--- src/design/gea_pkg.sv ---
// Shared constants, types and angle helpers for the gimbal angle estimator.
// No dependencies; every other file refers to it by scoped names.
package gea_pkg;

	// Fixed point of the gyro integral
	localparam int FRACTION_BITS = 16;

	// Field widths
	localparam int RATE_W   = 18;
	localparam int ANGLE_W  = 15;
	localparam int DIV_W    = 14;
	localparam int THR_W    = 17;
	localparam int COUNT_W  = 16;

	// Integral and quotient widths
	localparam int INT_W    = ANGLE_W + FRACTION_BITS;
	localparam int QUOT_W   = RATE_W + FRACTION_BITS;
	localparam int STEP_W   = $clog2(QUOT_W + 1);

	// One full turn in 1/64 degree, and the integral modulus
	localparam logic [ANGLE_W-1:0] FULL_TURN   = 15'd23040;
	localparam logic [INT_W-1:0]   INT_MODULUS = {FULL_TURN, {FRACTION_BITS{1'b0}}};

	// Configuration port
	localparam int CFG_IDX_W  = 2;
	localparam int CFG_DATA_W = 17;
	localparam logic [CFG_IDX_W-1:0] REG_RATE_DIVIDER    = 2'd0;
	localparam logic [CFG_IDX_W-1:0] REG_STILL_THRESHOLD = 2'd1;
	localparam logic [CFG_IDX_W-1:0] REG_SETTLE_TICKS    = 2'd2;

	localparam logic [DIV_W-1:0]   RST_RATE_DIVIDER    = 14'd1000;
	localparam logic [THR_W-1:0]   RST_STILL_THRESHOLD = 17'd192;
	localparam logic [COUNT_W-1:0] RST_SETTLE_TICKS    = 16'd400;

	// Divider status
	typedef struct packed {
		logic busy;
		logic done;
	} div_stat_t;

	// Source tracker request
	typedef struct packed {
		logic update;
		logic use_enc;
		logic force_enc;
	} src_req_t;

	// (a + b) mod FULL_TURN, both operands in range
	function automatic logic [ANGLE_W-1:0] wrap_add(input logic [ANGLE_W-1:0] a,
			input logic [ANGLE_W-1:0] b);
		logic [ANGLE_W:0] s;
		s = {1'b0, a} + {1'b0, b};
		if (s >= {1'b0, FULL_TURN}) begin
			s = s - {1'b0, FULL_TURN};
		end
		return s[ANGLE_W-1:0];
	endfunction

	// (a - b) mod FULL_TURN, both operands in range
	function automatic logic [ANGLE_W-1:0] wrap_sub(input logic [ANGLE_W-1:0] a,
			input logic [ANGLE_W-1:0] b);
		logic [ANGLE_W:0] s;
		if (a >= b) begin
			s = {1'b0, a} - {1'b0, b};
		end else begin
			s = {1'b0, a} + {1'b0, FULL_TURN} - {1'b0, b};
		end
		return s[ANGLE_W-1:0];
	endfunction

endpackage

--- src/design/gea_in_if.sv ---
// Input channel of the angle estimator: one sensor sample per beat.
// Depends on gea_pkg for field widths.
interface gea_in_if;
	logic                              valid;
	logic                              ready;
	logic signed [gea_pkg::RATE_W-1:0] pitch_rate;
	logic [gea_pkg::ANGLE_W-1:0]       encoder_angle;
	logic signed [gea_pkg::RATE_W-1:0] chassis_rate;
	logic                              force_encoder;

	modport source(output valid, pitch_rate, encoder_angle, chassis_rate, force_encoder,
		input ready);
	modport sink(input valid, pitch_rate, encoder_angle, chassis_rate, force_encoder,
		output ready);
endinterface

--- src/design/gea_out_if.sv ---
// Result channel of the angle estimator: one angle estimate per beat.
// Depends on gea_pkg for field widths.
interface gea_out_if;
	logic                        valid;
	logic                        ready;
	logic [gea_pkg::ANGLE_W-1:0] angle_out;
	logic                        encoder_used;

	modport source(output valid, angle_out, encoder_used, input ready);
	modport sink(input valid, angle_out, encoder_used, output ready);
endinterface

--- src/design/gea_cfg_if.sv ---
// Configuration write channel: register index and write data per beat.
// Depends on gea_pkg for index and data widths.
interface gea_cfg_if;
	logic                           valid;
	logic                           ready;
	logic [gea_pkg::CFG_IDX_W-1:0]  index;
	logic [gea_pkg::CFG_DATA_W-1:0] data;

	modport source(output valid, index, data, input ready);
	modport sink(input valid, index, data, output ready);
endinterface

--- src/design/gea_div.sv ---
// Bit-serial restoring divider: (mag << FRACTION_BITS) / divisor, one quotient
// bit per cycle, with the quotient reduced modulo the integral modulus on the fly.
// Depends on gea_pkg.
module gea_div (
	input  logic                         clk,
	input  logic                         arst_n,
	input  logic                         start,
	input  logic [gea_pkg::RATE_W-1:0]   mag,
	input  logic [gea_pkg::DIV_W-1:0]    divisor,
	output gea_pkg::div_stat_t           stat,
	output logic [gea_pkg::INT_W-1:0]    qmod
);

	logic                                 busy_q;
	logic                                 done_q;
	logic [gea_pkg::STEP_W-1:0]           step_q;
	logic [gea_pkg::RATE_W-1:0]           dvd_q;
	logic [gea_pkg::DIV_W-1:0]            dvs_q;
	logic [gea_pkg::DIV_W-1:0]            rem_q;
	logic [gea_pkg::ANGLE_W-1:0]          qhi_q;
	logic [gea_pkg::FRACTION_BITS-1:0]    qlo_q;

	logic [gea_pkg::DIV_W:0]              rem_sh;
	logic                                 qbit;
	logic [gea_pkg::DIV_W:0]              rem_nx;
	logic [gea_pkg::ANGLE_W:0]            qhi_sh;
	logic [gea_pkg::ANGLE_W:0]            qhi_nx;
	logic                                 hi_phase;
	logic                                 last_step;

	// One restoring step: shift in the next dividend bit, trial subtract
	always_comb begin
		rem_sh = {rem_q, dvd_q[gea_pkg::RATE_W-1]};
		qbit   = rem_sh >= {1'b0, dvs_q};
		rem_nx = qbit ? (rem_sh - {1'b0, dvs_q}) : rem_sh;
	end

	// Fold the upper quotient bits into a residue below one full turn
	always_comb begin
		qhi_sh = {qhi_q, qbit};
		qhi_nx = (qhi_sh >= {1'b0, gea_pkg::FULL_TURN}) ?
			(qhi_sh - {1'b0, gea_pkg::FULL_TURN}) : qhi_sh;
	end

	assign hi_phase  = step_q < gea_pkg::STEP_W'(gea_pkg::RATE_W);
	assign last_step = step_q == gea_pkg::STEP_W'(gea_pkg::QUOT_W - 1);

	// Sequence the steps
	always_ff @(posedge clk or negedge arst_n) begin
		if (!arst_n) begin
			busy_q <= 1'b0;
			done_q <= 1'b0;
			step_q <= '0;
		end else begin
			done_q <= 1'b0;
			if (start) begin
				busy_q <= 1'b1;
				step_q <= '0;
			end else if (busy_q) begin
				step_q <= step_q + 1'b1;
				if (last_step) begin
					busy_q <= 1'b0;
					done_q <= 1'b1;
				end
			end
		end
	end

	// Advance the datapath
	always_ff @(posedge clk) begin
		if (start) begin
			dvd_q <= mag;
			dvs_q <= (divisor == '0) ? gea_pkg::DIV_W'(1) : divisor;
			rem_q <= '0;
			qhi_q <= '0;
			qlo_q <= '0;
		end else if (busy_q) begin
			dvd_q <= {dvd_q[gea_pkg::RATE_W-2:0], 1'b0};
			rem_q <= rem_nx[gea_pkg::DIV_W-1:0];
			if (hi_phase) begin
				qhi_q <= qhi_nx[gea_pkg::ANGLE_W-1:0];
			end else begin
				qlo_q <= {qlo_q[gea_pkg::FRACTION_BITS-2:0], qbit};
			end
		end
	end

	assign stat.busy = busy_q;
	assign stat.done = done_q;
	assign qmod      = {qhi_q, qlo_q};

endmodule

--- src/design/gea_src.sv ---
// Source tracker: chooses encoder or gyro angle, recaptures offsets on a source
// change and holds the output angle. Depends on gea_pkg.
module gea_src (
	input  logic                          clk,
	input  logic                          arst_n,
	input  gea_pkg::src_req_t             req,
	input  logic [gea_pkg::ANGLE_W-1:0]   enc,
	input  logic [gea_pkg::ANGLE_W-1:0]   gyro,
	output logic [gea_pkg::ANGLE_W-1:0]   angle,
	output logic                          from_enc
);

	logic                        src_enc_q;
	logic [gea_pkg::ANGLE_W-1:0] enc_off_q;
	logic [gea_pkg::ANGLE_W-1:0] gyro_off_q;
	logic [gea_pkg::ANGLE_W-1:0] angle_q;

	logic [gea_pkg::ANGLE_W-1:0] enc_off_nx;
	logic [gea_pkg::ANGLE_W-1:0] gyro_off_nx;
	logic [gea_pkg::ANGLE_W-1:0] angle_nx;

	// Recapture the offset of the source taking over (zero for a forced encoder), then add it in
	always_comb begin
		enc_off_nx  = enc_off_q;
		gyro_off_nx = gyro_off_q;
		if (req.use_enc) begin
			if (!src_enc_q) begin
				enc_off_nx = gea_pkg::wrap_sub(angle_q, enc);
			end
			if (req.force_enc) begin
				enc_off_nx = '0;
			end
			angle_nx = gea_pkg::wrap_add(enc, enc_off_nx);
		end else begin
			if (src_enc_q) begin
				gyro_off_nx = gea_pkg::wrap_sub(angle_q, gyro);
			end
			angle_nx = gea_pkg::wrap_add(gyro, gyro_off_nx);
		end
	end

	always_ff @(posedge clk or negedge arst_n) begin
		if (!arst_n) begin
			src_enc_q  <= 1'b0;
			enc_off_q  <= '0;
			gyro_off_q <= '0;
			angle_q    <= '0;
		end else if (req.update) begin
			src_enc_q  <= req.use_enc;
			enc_off_q  <= enc_off_nx;
			gyro_off_q <= gyro_off_nx;
			angle_q    <= angle_nx;
		end
	end

	assign angle    = angle_q;
	assign from_enc = src_enc_q;

endmodule

--- src/design/gyro_encoder_angle_estimator.sv ---
// Top level of the gimbal pitch angle estimator: control sequencer, config
// registers, still counter and integral. Depends on gea_pkg, the channel
// interfaces, gea_div and gea_src.
//
//   channel  | role   | beat carries
//   ---------+--------+---------------------------------------------------
//   sample   | sink   | pitch_rate, encoder_angle, chassis_rate, force_encoder
//   result   | source | angle_out, encoder_used
//   cfg      | sink   | index, data (always ready)
//
// One sample passes the accept step, one divider step per quotient bit, then
// divider done, integral update and result load. A waiting result holds the
// block in the load step, and no new sample is taken until the result is loaded.
// arst_n clears the state, the counters, and restores config reset values.
module gyro_encoder_angle_estimator (
	input  logic      clk,
	input  logic      arst_n,
	gea_in_if.sink    sample,
	gea_out_if.source result,
	gea_cfg_if.sink   cfg
);

	localparam logic [1:0] ST_IDLE  = 2'd0;
	localparam logic [1:0] ST_DIV   = 2'd1;
	localparam logic [1:0] ST_INTEG = 2'd2;
	localparam logic [1:0] ST_EMIT  = 2'd3;

	logic [1:0]                         state_q;
	logic                               out_valid_q;
	logic [gea_pkg::DIV_W-1:0]          rate_div_q;
	logic [gea_pkg::THR_W-1:0]          still_thr_q;
	logic [gea_pkg::COUNT_W-1:0]        settle_q;
	logic [gea_pkg::COUNT_W-1:0]        still_q;
	logic [gea_pkg::INT_W-1:0]          integ_q;
	logic                               neg_q;
	logic                               force_q;
	logic [gea_pkg::ANGLE_W-1:0]        enc_q;

	logic                               accept;
	logic                               emit;
	logic [gea_pkg::RATE_W-1:0]         pmag;
	logic [gea_pkg::RATE_W-1:0]         cmag;
	logic [gea_pkg::ANGLE_W-1:0]        enc_red;
	logic [gea_pkg::INT_W:0]            integ_sum;
	logic [gea_pkg::INT_W-1:0]          integ_nx;
	gea_pkg::div_stat_t                 div_stat;
	logic [gea_pkg::INT_W-1:0]          qmod;
	gea_pkg::src_req_t                  src_req;

	assign sample.ready = state_q == ST_IDLE;
	assign accept       = sample.valid && sample.ready;
	assign emit         = (state_q == ST_EMIT) && (!out_valid_q || result.ready);
	assign cfg.ready    = 1'b1;

	// Magnitudes of the two rates and the encoder folded into one turn
	always_comb begin
		pmag = sample.pitch_rate[gea_pkg::RATE_W-1] ?
			(~sample.pitch_rate + 1'b1) : sample.pitch_rate;
		cmag = sample.chassis_rate[gea_pkg::RATE_W-1] ?
			(~sample.chassis_rate + 1'b1) : sample.chassis_rate;
		enc_red = (sample.encoder_angle >= gea_pkg::FULL_TURN) ?
			(sample.encoder_angle - gea_pkg::FULL_TURN) : sample.encoder_angle;
	end

	// Add or subtract the reduced increment, wrap into one turn
	always_comb begin
		if (neg_q) begin
			if (integ_q >= qmod) begin
				integ_sum = {1'b0, integ_q} - {1'b0, qmod};
			end else begin
				integ_sum = {1'b0, integ_q} + {1'b0, gea_pkg::INT_MODULUS} - {1'b0, qmod};
			end
		end else begin
			integ_sum = {1'b0, integ_q} + {1'b0, qmod};
			if (integ_sum >= {1'b0, gea_pkg::INT_MODULUS}) begin
				integ_sum = integ_sum - {1'b0, gea_pkg::INT_MODULUS};
			end
		end
		integ_nx = integ_sum[gea_pkg::INT_W-1:0];
	end

	// Sequence one sample
	always_ff @(posedge clk or negedge arst_n) begin
		if (!arst_n) begin
			state_q <= ST_IDLE;
		end else begin
			unique case (state_q)
				ST_IDLE: begin
					if (accept) begin
						state_q <= ST_DIV;
					end
				end
				ST_DIV: begin
					if (div_stat.done) begin
						state_q <= ST_INTEG;
					end
				end
				ST_INTEG: state_q <= ST_EMIT;
				ST_EMIT: begin
					if (emit) begin
						state_q <= ST_IDLE;
					end
				end
				default: state_q <= ST_IDLE;
			endcase
		end
	end

	// Hold the result beat until taken
	always_ff @(posedge clk or negedge arst_n) begin
		if (!arst_n) begin
			out_valid_q <= 1'b0;
		end else if (emit) begin
			out_valid_q <= 1'b1;
		end else if (result.ready) begin
			out_valid_q <= 1'b0;
		end
	end

	// Config registers
	always_ff @(posedge clk or negedge arst_n) begin
		if (!arst_n) begin
			rate_div_q  <= gea_pkg::RST_RATE_DIVIDER;
			still_thr_q <= gea_pkg::RST_STILL_THRESHOLD;
			settle_q    <= gea_pkg::RST_SETTLE_TICKS;
		end else if (cfg.valid) begin
			unique case (cfg.index)
				gea_pkg::REG_RATE_DIVIDER:    rate_div_q  <= cfg.data[gea_pkg::DIV_W-1:0];
				gea_pkg::REG_STILL_THRESHOLD: still_thr_q <= cfg.data[gea_pkg::THR_W-1:0];
				gea_pkg::REG_SETTLE_TICKS:    settle_q    <= cfg.data[gea_pkg::COUNT_W-1:0];
				default: ;
			endcase
		end
	end

	// Still counter and integral
	always_ff @(posedge clk or negedge arst_n) begin
		if (!arst_n) begin
			still_q <= '0;
			integ_q <= '0;
		end else begin
			if (accept) begin
				if (cmag < {1'b0, still_thr_q}) begin
					if (still_q != '1) begin
						still_q <= still_q + 1'b1;
					end
				end else begin
					still_q <= '0;
				end
			end
			if (state_q == ST_INTEG) begin
				integ_q <= integ_nx;
			end
		end
	end

	// Latch the per-sample operands
	always_ff @(posedge clk) begin
		if (accept) begin
			neg_q   <= sample.pitch_rate[gea_pkg::RATE_W-1];
			force_q <= sample.force_encoder;
			enc_q   <= enc_red;
		end
	end

	gea_div u_div (
		.clk     (clk),
		.arst_n  (arst_n),
		.start   (accept),
		.mag     (pmag),
		.divisor (rate_div_q),
		.stat    (div_stat),
		.qmod    (qmod)
	);

	assign src_req.update    = emit;
	assign src_req.use_enc   = (still_q > settle_q) || force_q;
	assign src_req.force_enc = force_q;

	gea_src u_src (
		.clk      (clk),
		.arst_n   (arst_n),
		.req      (src_req),
		.enc      (enc_q),
		.gyro     (integ_q[gea_pkg::INT_W-1:gea_pkg::FRACTION_BITS]),
		.angle    (result.angle_out),
		.from_enc (result.encoder_used)
	);

	assign result.valid = out_valid_q;

	// A result appears only from the load step
	a_rise_from_emit: assert property (@(posedge clk) disable iff (!arst_n)
		$rose(out_valid_q) |-> $past(state_q) == ST_EMIT)
		else $error("result valid rose outside the load step");

	// The integral stays inside one turn
	a_integ_range: assert property (@(posedge clk) disable iff (!arst_n)
		integ_q < gea_pkg::INT_MODULUS)
		else $error("integral out of range");

	// The delivered angle stays inside one turn
	a_angle_range: assert property (@(posedge clk) disable iff (!arst_n)
		result.valid |-> result.angle_out < gea_pkg::FULL_TURN)
		else $error("angle out of range");

	// An accepted sample starts the divider
	a_div_start: assert property (@(posedge clk) disable iff (!arst_n)
		accept |=> (state_q == ST_DIV) && div_stat.busy)
		else $error("divider not started on accept");

endmodule

--- src/flat_wrapper.sv ---
// flat-port wrapper written by rule: the top's interface ports become plain ports
module gyro_encoder_angle_estimator_flat 
  (clk, arst_n, sample_valid, sample_pitch_rate, sample_encoder_angle, sample_chassis_rate, sample_force_encoder, sample_ready, result_valid, result_angle_out, result_encoder_used, result_ready, cfg_valid, cfg_index, cfg_data, cfg_ready);
  gea_in_if sample_i ();
  gea_out_if result_i ();
  gea_cfg_if cfg_i ();
  input  logic clk;
  input  logic arst_n;
  input wire logic [$bits(sample_i.valid)-1:0] sample_valid;
  input wire logic [$bits(sample_i.pitch_rate)-1:0] sample_pitch_rate;
  input wire logic [$bits(sample_i.encoder_angle)-1:0] sample_encoder_angle;
  input wire logic [$bits(sample_i.chassis_rate)-1:0] sample_chassis_rate;
  input wire logic [$bits(sample_i.force_encoder)-1:0] sample_force_encoder;
  output wire logic [$bits(sample_i.ready)-1:0] sample_ready;
  output wire logic [$bits(result_i.valid)-1:0] result_valid;
  output wire logic [$bits(result_i.angle_out)-1:0] result_angle_out;
  output wire logic [$bits(result_i.encoder_used)-1:0] result_encoder_used;
  input wire logic [$bits(result_i.ready)-1:0] result_ready;
  input wire logic [$bits(cfg_i.valid)-1:0] cfg_valid;
  input wire logic [$bits(cfg_i.index)-1:0] cfg_index;
  input wire logic [$bits(cfg_i.data)-1:0] cfg_data;
  output wire logic [$bits(cfg_i.ready)-1:0] cfg_ready;
  assign sample_i.valid = sample_valid;
  assign sample_i.pitch_rate = sample_pitch_rate;
  assign sample_i.encoder_angle = sample_encoder_angle;
  assign sample_i.chassis_rate = sample_chassis_rate;
  assign sample_i.force_encoder = sample_force_encoder;
  assign sample_ready = sample_i.ready;
  assign result_valid = result_i.valid;
  assign result_angle_out = result_i.angle_out;
  assign result_encoder_used = result_i.encoder_used;
  assign result_i.ready = result_ready;
  assign cfg_i.valid = cfg_valid;
  assign cfg_i.index = cfg_index;
  assign cfg_i.data = cfg_data;
  assign cfg_ready = cfg_i.ready;
  gyro_encoder_angle_estimator u_core (.clk(clk), .arst_n(arst_n), .sample(sample_i), .result(result_i), .cfg(cfg_i));
endmodule
--- config.mk ---
export PLATFORM = sky130hd
export DESIGN_NAME = gyro_encoder_angle_estimator_flat
export DESIGN_NICKNAME = d
export VERILOG_FILES = /design/src/design/gea_pkg.sv /design/src/design/gea_in_if.sv /design/src/design/gea_out_if.sv /design/src/design/gea_cfg_if.sv /design/src/design/gea_div.sv /design/src/design/gea_src.sv /design/src/design/gyro_encoder_angle_estimator.sv /design/src/flat_wrapper.sv
export SDC_FILE = /design/constraint.sdc
export NUM_CORES = 1
export LEC_CHECK = 0
export ABC_AREA = 1
export BUFFER_PORTS_ARGS = -buffer_cell sky130_fd_sc_hd__buf_2
export CAP_MARGIN = 20
export CORE_MARGIN = 3
export CORE_UTILIZATION = 35
export CTS_CLUSTER_SIZE = 16
export DETAILED_ROUTE_END_ITERATION = 8
export GPL_ROUTABILITY_DRIVEN = 0
export GPL_TIMING_DRIVEN = 0
export MAX_ROUTING_LAYER = met4
export SYNTH_ARGS = -nofsm -noshare
export SYNTH_HDL_FRONTEND = slang
export SYNTH_SLANG_ARGS = --single-unit
--- constraint.sdc ---
create_clock -name clk -period 4.5 [get_ports clk]
set_input_delay 0.225 -clock clk [delete_from_list [all_inputs] [get_ports clk]]
set_output_delay 0.225 -clock clk [all_outputs]
set_load 0.02 [all_outputs]
Word level (Yosys, flattened, before mapping)
Cells that the tools add are included.
{ "word_totals": {"in_bits": 76, "reg_bits": 245, "word_cells": 125} }
{ "classes": {"eq_ne": 11, "n_reduce_logical": 19, "bitwise": 4, "n_mux": 36, "order_cmp": 12, "add_sub_neg": 21} }
{ "op_table": {"columns": ["operator", "count"], "rows": [
  ["two-way mux 15 bit", 12],
  ["two-way mux 31 bit", 3],
  ["two-way mux 18 bit", 4],
  ["subtractor 31 bit", 2],
  ["subtractor 15 bit", 4],
  ["subtractor 15 bit (second input constant)", 4],
  [">= comparator 16 x 15 -> 1 bit (second input constant)", 3],
  ["adder 18 x 1 -> 18 bit (second input constant)", 2],
  ["inverter 18 bit", 2],
  ["adder 15 x 15 -> 16 bit", 2],
  ["adder 31 x 31 -> 32 bit", 1],
  [">= comparator 32 x 31 -> 1 bit (second input constant)", 1],
  ["two-way mux 16 bit", 2],
  ["adder 31 bit (second input constant)", 1],
  [">= comparator 31 bit", 1],
  ["subtractor 31 bit (second input constant)", 1],
  [">= comparator 15 bit", 2],
  ["less-than comparator 18 x 17 -> 1 bit", 1],
  ["adder 16 x 1 -> 16 bit (second input constant)", 1],
  ["greater-than comparator 16 bit", 1],
  ["!= test 16 bit (second input constant)", 1],
  ["AND reduction 2 bit", 8],
  ["adder 15 bit (second input constant)", 1],
  [">= comparator 15 x 14 -> 1 bit", 1],
  ["other kinds (22)", 42]
]} }

Logic depth before layout (Yosys ltp)
Gate-level depths: netlist of run 1.
{ "depth": {"word_depth": 10, "mapped_depth": 33, "depth_no_buf": 33} }

Modules after synthesis
A second synthesis of run 1 with hierarchy kept.
{ "unflattened": {"cells_unflattened": 3758, "hier_area_um2": 25047.8} }
{ "by_module_without_submodules": {"columns": ["module", "instances", "seq_area_each_um2", "area_per_inst_um2", "cells_each"], "rows": [
  ["gyro_encoder_angle_estimator", 1, 2951.6, 13529.2, 2013],
  ["gea_src", 1, 1151.1, 6757.7, 1125],
  ["gea_div", 1, 2062.0, 4760.8, 620]
]} }

Least setup slack after synthesis of run 1
No wires, ideal clock.
{ "synth_timing": {"path_kind": "register to register", "start": "register u_core.u_src.angle_q (netlist bit u_core.u_src.angle[0])", "end": "register u_core.u_src.angle_q (netlist bit u_core.u_src.angle[12])", "stages_incl_launch_ff": 29, "path_slack_ns": 0.497, "t_required_ns": 4.383, "arrival_time_ns": 3.886, "path_cell_list": "dfrtp_1 inv_1 ha_1 fa_1 o21ai_1 nand3_1 nand2_1 a21boi_0 o21ai_0 xor2_1 nand2_1 nand2_1 a21oi_1 ha_1 nand2_1 inv_1 a21oi_1 o21ai_0 nor2_1 nand3_1 and2_1 a21boi_4 nand2_2 nand2_1 nand2_1 nand2_1 nand2_1 nand2_1 nand2_1"} }
{ "synth_via": {"elab_chain_cells": 10} }
{ "synth_lines": {"columns": ["element", "line", "source"], "rows": [
  ["from (decl)", "gea_src.sv:16", "logic [gea_pkg::ANGLE_W-1:0] angle_q;"],
  ["from (signal assigned)", "gea_src.sv:52", "angle_q <= angle_nx;"],
  ["adder 15 bit", "gea_pkg.sv:66", "s = {1'b0, a} + {1'b0, FULL_TURN} - {1'b0, b};"],
  ["subtractor 15 bit", "gea_pkg.sv:66", null],
  ["two-way mux 15 bit", "gea_pkg.sv:63", "if (a >= b) begin"],
  ["two-way mux 15 bit", "gea_src.sv:27", "if (!src_enc_q) begin"],
  ["two-way mux 15 bit", "gea_src.sv:30", "if (req.force_enc) begin"],
  ["two-way mux 15 bit", "gea_src.sv:26", "if (req.use_enc) begin"],
  ["adder 15 x 15 -> 16 bit", "gea_pkg.sv:52", "s = {1'b0, a} + {1'b0, b};"],
  ["subtractor 15 bit or >= comparator 16 x 15 -> 1 bit (tied branches)", "gea_pkg.sv:54, gea_pkg.sv:53", null],
  ["two-way mux 15 bit", "gea_pkg.sv:53", "if (s >= {1'b0, FULL_TURN}) begin"],
  ["two-way mux 15 bit (*)", "gea_src.sv:26", null]
]} }
Mark *: on every way between the ends. The rest lies on a longest branch, timed or not. The select of a mux whose other input is x is not followed.
A chain may end at the register's enable or synchronous reset.

Worst setup path after layout of run 1
{ "layout_timing": {"start": "register u_core.enc_q[0] in the netlist's numbering", "end": "register u_core.u_src.angle_q (netlist bit u_core.u_src.angle[9])"} }
{ "layout_via": {"elab_chain_cells": 9} }
{ "layout_lines": {"columns": ["element", "line", "source"], "rows": [
  ["from (decl)", "gyro_encoder_angle_estimator.sv:37", "logic [gea_pkg::ANGLE_W-1:0] enc_q;"],
  ["from (signal assigned)", "gyro_encoder_angle_estimator.sv:162", "enc_q <= enc_red;"],
  ["subtractor 15 bit (tied with other cells)", "gea_pkg.sv:66", null],
  ["two-way mux 15 bit", "gea_pkg.sv:63", null],
  ["two-way mux 15 bit", "gea_src.sv:27", null],
  ["two-way mux 15 bit", "gea_src.sv:30", null],
  ["two-way mux 15 bit", "gea_src.sv:26", null],
  ["adder 15 x 15 -> 16 bit (*)", "gea_pkg.sv:52", null],
  ["subtractor 15 bit or >= comparator 16 x 15 -> 1 bit (tied branches)", "gea_pkg.sv:54, gea_pkg.sv:53", null],
  ["two-way mux 15 bit (*)", "gea_pkg.sv:53", null],
  ["two-way mux 15 bit (*)", "gea_src.sv:26", null]
]} }
Marked as above.

==> results of run 1 <==
## flip-flops by register name, indices dropped and copies added (netlist names), 16 cells and up
name / cells
u_core.integ_q: 31
u_core.u_div.dvd_q: 18
u_core.u_div.qlo_q: 16
u_core.settle_q: 16
u_core.still_thr_q: 17
u_core.still_q: 16
## cell families (layout without fill, tap and decap cells)
kind of cell    Yosys count  after routing  share of synthesized area, %
fa+ha+maj               259            259                          14.8
simple gates           1474           1474                          26.8
flops                   245            245                          26.1
buf+inv                 628            843                          10.4
other cells               1              4                        0.0159
compound gates          680            680                          15.9
xor+xnor                157            157                          5.89
## tightest hold or removal path: stages
cell	delay [ns]
buf_2	0.10
inv_1	0.15
o21ai_0	0.12
## Yosys cell counts (31+ instances only)
cell type / n / share of area, %
inv_1: 500 / 8.0
nand4_1: 44 / 1.2
nand3_1: 187 / 4.0
clkbuf_1: 59 / 0.94
a21oi_1: 253 / 5.4
nor3_1: 44 / 0.93
fa_1: 34 / 2.9
dfrtp_1: 140 / 15
nand2_1: 821 / 13
edfxtp_1: 49 / 6.2
xnor2_1: 46 / 1.7
o21ai_1: 31 / 0.66
nor2_1: 269 / 4.3
o21ai_0: 257 / 5.4
dfxtp_1: 45 / 3.8
ha_1: 225 / 12
xor2_1: 109 / 4.0
## routing by layer
layer / wire length [microns] / vias to the layer above / track usage, % / part of all wire [%]
met5: 0 / - / - / 0
met4: 2000 / 0 / 5.22 / 2.6
met3: 5760 / 129 / 3.34 / 7.5
met2: 34400 / 748 / 34.8 / 45
met1: 34900 / 10700 / 29.4 / 45
li1: - / 11600 / - / -
## what timing repair did
action,4_1_cts,5_1_grt
endpoints found under the setup margin,6,6
pin swaps,4,25
hold buffers,32,0
gates resized for setup,16,116
hold endpoints to repair,100,0
setup buffers,8,27
## worst paths after layout
path | start | cells after the start | endpoint | slack, ns
setup / recovery | u_core.enc_q[0] | 28 | u_core.u_src.angle[9] | 0.22
hold / removal | cfg_data[4] | 3 | u_core.settle_q[4] | 0.03
setup reg to reg | u_core.enc_q[0] | 28 | u_core.u_src.angle[9] | 0.22
hold reg to reg | u_core.u_src.gyro_off_q[4] | 2 | u_core.u_src.gyro_off_q[4] | 0.47
max in group asynchronous | arst_n | 3 | u_core.u_src.angle[9] | 3.35
min in group asynchronous | arst_n | 2 | u_core.integ_q[3] | 0.20
## placed cells by master (no fill, tap or decap), types with 26 or more instances in the layout
master,n
nand2_1,814
inv_1,494
nor2_1,257
o21ai_0,247
a21oi_1,241
ha_1,202
nand3_1,181
dfrtp_1,120
buf_2,116
xor2_1,109
clkbuf_1,64
edfxtp_1,49
dfxtp_1,45
nand4_1,44
xnor2_1,43
buf_4,42
nor3_1,38
o21ai_1,38
fa_1,33
inv_2,32
dlygate4sd3_1,32
nor2_2,29
clkbuf_16,29
o21bai_1,26
## per-stage QoR
stage	instance area [sq um]	utilization (%)	setup slack (ns)	setup TNS, ns	std cells
finish	27300	41.1	0.219	0	4526
global route	27300	41.1	-0.0928	-0.281	4525
CTS	26600	40.1	0.00824	0	4496
detailed placement	25200	38.0	-0.235	-1.15	4402
global placement	25100	37.9	-0.202	-1.08	4401
floorplan	23600	-	0.497	0	3444
## area by class of cell
type	count	area (sq um)
fill	7005	39000
multi-input combinational	2571	15500
sequential	245	6190
inverter	530	1990
timing repair buffer	161	1090
tap	864	1080
clock buffer	38	800
buffer	98	467
clock inverter	16	191
antenna	3	7.51
==> flow_metrics.tcl, run 1 <==
set metrics [dict create \
    clock_sinks 245 \
    insertion_delay_ns 0.58 \
    max_freq_mhz 234 \
    nNetsFinal 3971 \
    cp_slowest_cell "edfxtp_1" \
    hold_class "in2reg" \
    outcome "completed" \
    core_area_sq_mm 0.0663 \
    finalWirelength_microns 77000 \
    ys_seq_area_share_pct 26.1 \
    io_buffers 93 \
    num_io_pins 95 \
    drcViolationCount 0 \
    drt-vias-per-instance 5.13 \
    antenna_found_initial 2 \
    area_growth_pct 15.6 \
    maxCapViolations 0 \
    endpoint_kind "flip-flop" \
    cp_top_family "simple AND/OR/NAND/NOR gates" \
    drive_gt1_share_pct 11.9 \
    die_w_microns 266 \
    ant_nets 0 \
    crit_buf_inv 2 \
    path_clk_slew_ns 0.06 \
    crit_arrival_ns 4.74 \
    synth_cell_type_count 69 \
    syn_nets 3779 \
    grt_overflow 0 \
    whs_ns 0.0264 \
    max_stage_delay_ns 0.43 \
    synthCells 3444 \
    grt_pass1_vias 22200 \
    ys_ff_latch 245 \
    ys.flop_type "dfrtp_1" \
    rows 94 \
    groute.usage.overall_pct 21.9 \
    crit_top_cell "nand2_1" \
    cp_max_fo 5 \
    cts_max_level 1 \
    die_h_microns 266 \
    crit_required_ns 4.96 \
    drt_iter0_markers 1807 \
    min_period_ns 4.28 \
    clockRootBuffer "clkbuf_16" \
    drv_slew 0 \
    hpwl_microns 60400 \
    synth_edf_count 49 \
    post_drt_wl_per_cell_microns 17.0 \
    worstMarginPinSlew_ns 1.02 \
    hold_viol 0 \
    postSynth.asyncResetShare_pct 61.6 \
    drt_pre_antenna_iters 6 \
    start_util_pct 35.6 \
    worstSetupPathType "reg2reg" \
    finClkSkew_ns 0.0288 \
    via_count 23200 \
    fin_crit_sh_pct 95.1 \
    clock_path_buffers 3 \
    setup_violations 0 \
    die_area_sq_mm 0.0706 \
    grt_max_degree 98 \
    cts_tree "built" \
    relSlewSlack_pct 31.8 \
    syn-cell-area_sq_mm 0.0236 \
    grt_pass1_wl_microns 120000 \
    cts_buffers 29 \
    avgSynthCellArea_sq_um 6.85 \
    cp-start-kind "flip-flop" \
    yosys_warnings 0 \
]
Power of run 1 is left out: the tool's default activity adds up to more than one toggle a clock period on the data nets, which glitch-free logic cannot reach.
==> run 2, diff against run 1 <==
--- a/config.mk
+++ b/config.mk
@@ -14,7 +14,6 @@
 export DETAILED_ROUTE_END_ITERATION = 8
 export GPL_ROUTABILITY_DRIVEN = 0
 export GPL_TIMING_DRIVEN = 0
-export MAX_ROUTING_LAYER = met4
 export SYNTH_ARGS = -nofsm -noshare
 export SYNTH_HDL_FRONTEND = slang
 export SYNTH_SLANG_ARGS = --single-unit
==> flow_metrics.tcl, run 2 (same netlist as run 1, synthesis figures left out) <==
set metrics [dict create \
    endpoint_kind "flip-flop" \
    die_h_microns 266 \
    largest_reg_flops 31 \
    drt-vias-per-instance 5.14 \
    drv_slew 0 \
    core_area_sq_mm 0.0663 \
    grt_overflow 0 \
    cp_slowest_cell "edfxtp_1" \
    io_buffers 93 \
    area_growth_pct 15.6 \
    fin_crit_sh_pct 95.2 \
    min_period_ns 4.29 \
    mostFrequentLayoutCells "814 x nand2_1, 494 x inv_1, 257 x nor2_1" \
    cp_max_fo 5 \
    setup_violations 0 \
    rows 94 \
    groute.usage.overall_pct 21.2 \
    fillers 7009 \
    drt_pre_antenna_iters 6 \
    final_area_sq_mm 0.0273 \
    path_clk_slew_ns 0.06 \
    cp-start-kind "flip-flop" \
    crit_cells 28 \
    via_count 23200 \
    finalWirelength_microns 77000 \
    final_common_cell "nand2_1" \
    drcViolationCount 0 \
    drt_iter0_markers 1897 \
    regArea_sq_mm 0.00619 \
    maxCapViolations 0 \
    finish.utilization_pct 41.1 \
    nNetsFinal 3971 \
    clockRootBuffer "clkbuf_16" \
    start_util_pct 35.6 \
    clock_sinks 245 \
    crit_top_cell "nand2_1" \
    hpwl_microns 60400 \
    max_stage_delay_ns 0.43 \
    postPlaceCellArea_sq_mm 0.0252 \
    antenna_found_initial 2 \
    finClkSkew_ns 0.0322 \
    drive_gt1_share_pct 11.9 \
    cp_top_family "simple AND/OR/NAND/NOR gates" \
    hold_viol 0 \
    die_w_microns 266 \
    reg2reg_depth 28 \
    worstSetupPathType "reg2reg" \
    max_freq_mhz 233 \
    regMostFlops "u_core.integ_q" \
    relSlewSlack_pct 30.4 \
    die_area_sq_mm 0.0706 \
    insertion_delay_ns 0.58 \
    crit_buf_inv 2 \
    multi_input_area_sq_mm 0.0155 \
    post_drt_wl_per_cell_microns 17.0 \
    hold_class "in2reg" \
    grt_max_degree 98 \
    crit_required_ns 4.96 \
    num_io_pins 95 \
    grt_pass1_wl_microns 120000 \
    cts_tree "built" \
    r2r_slack_ns 0.21 \
    outcome "completed" \
    crit_arrival_ns 4.75 \
    worstMarginPinSlew_ns 1.04 \
    top_regs "u_core.integ_q x31, u_core.u_div.dvd_q x18, u_core.still_thr_q x17" \
    ant_nets 0 \
    whs_ns 0.0160 \
    clock_path_buffers 3 \
    cts_max_level 1 \
    grt_pass1_vias 22200 \
    cts_buffers 29 \
    holdPathStages 3 \
]
==> run 2: through the flow <==
step,setup slack [ns],TNS [ns],std cells
final,0.214,0,4524
after global routing,-0.0891,-0.266,4523
after CTS,0.00824,0,4496
after detailed placement,-0.235,-1.15,4402
after global placement,-0.202,-1.08,4401
after floorplan,0.497,0,3444
==> run 2: final cells by class <==
| cell class | instances | area share, % |
|---|---|---|
| timing repair buffer | 161 | 3.98 |
| buffer | 98 | 1.71 |
| antenna | 1 | 0.00917 |
| clock buffer | 38 | 2.93 |
| sequential | 245 | 22.7 |
| multi-input combinational | 2571 | 56.7 |
| tap | 864 | 3.96 |
| inverter | 530 | 7.31 |
| clock inverter | 16 | 0.701 |
==> run 2: worst paths after layout <==
kind                                              end                        from
hold / removal                     u_core.settle_q[4]                 cfg_data[4]
max in group asynchronous       u_core.u_src.angle[9]                      arst_n
setup / recovery                u_core.u_src.angle[9]             u_core.enc_q[0]
setup reg to reg                u_core.u_src.angle[9]             u_core.enc_q[0]
hold reg to reg            u_core.u_src.gyro_off_q[4]  u_core.u_src.gyro_off_q[4]
min in group asynchronous           u_core.integ_q[3]                      arst_n
==> run 2: tightest hold or removal path, stage by stage <==
cell and delay [ns]:
buf_2 0.10, inv_1 0.14, o21ai_0 0.11
==> run 2: per-layer routing <==
| layer | GRT usage [%] | up-vias | part of all wire (%) |
|---|---|---|---|
| met2 | 34.8 | 771 | 45 |
| met3 | 3.40 | 105 | 7.4 |
| met4 | 5.22 | 2 | 2.3 |
| li1 | - | 11600 | - |
| met1 | 29.3 | 10800 | 45 |
| met5 | 0 | - | 0.017 |
==> run 2: timing repair <==
action	4_1_cts	5_1_grt
setup buffers	8	27
resized for setup	16	116
gates cloned	0	0
pin swaps	4	25
hold endpoints to repair	100	0
setup endpoints to repair	6	6
hold buffers	32	0
Power of run 2 is left out for the same reason.
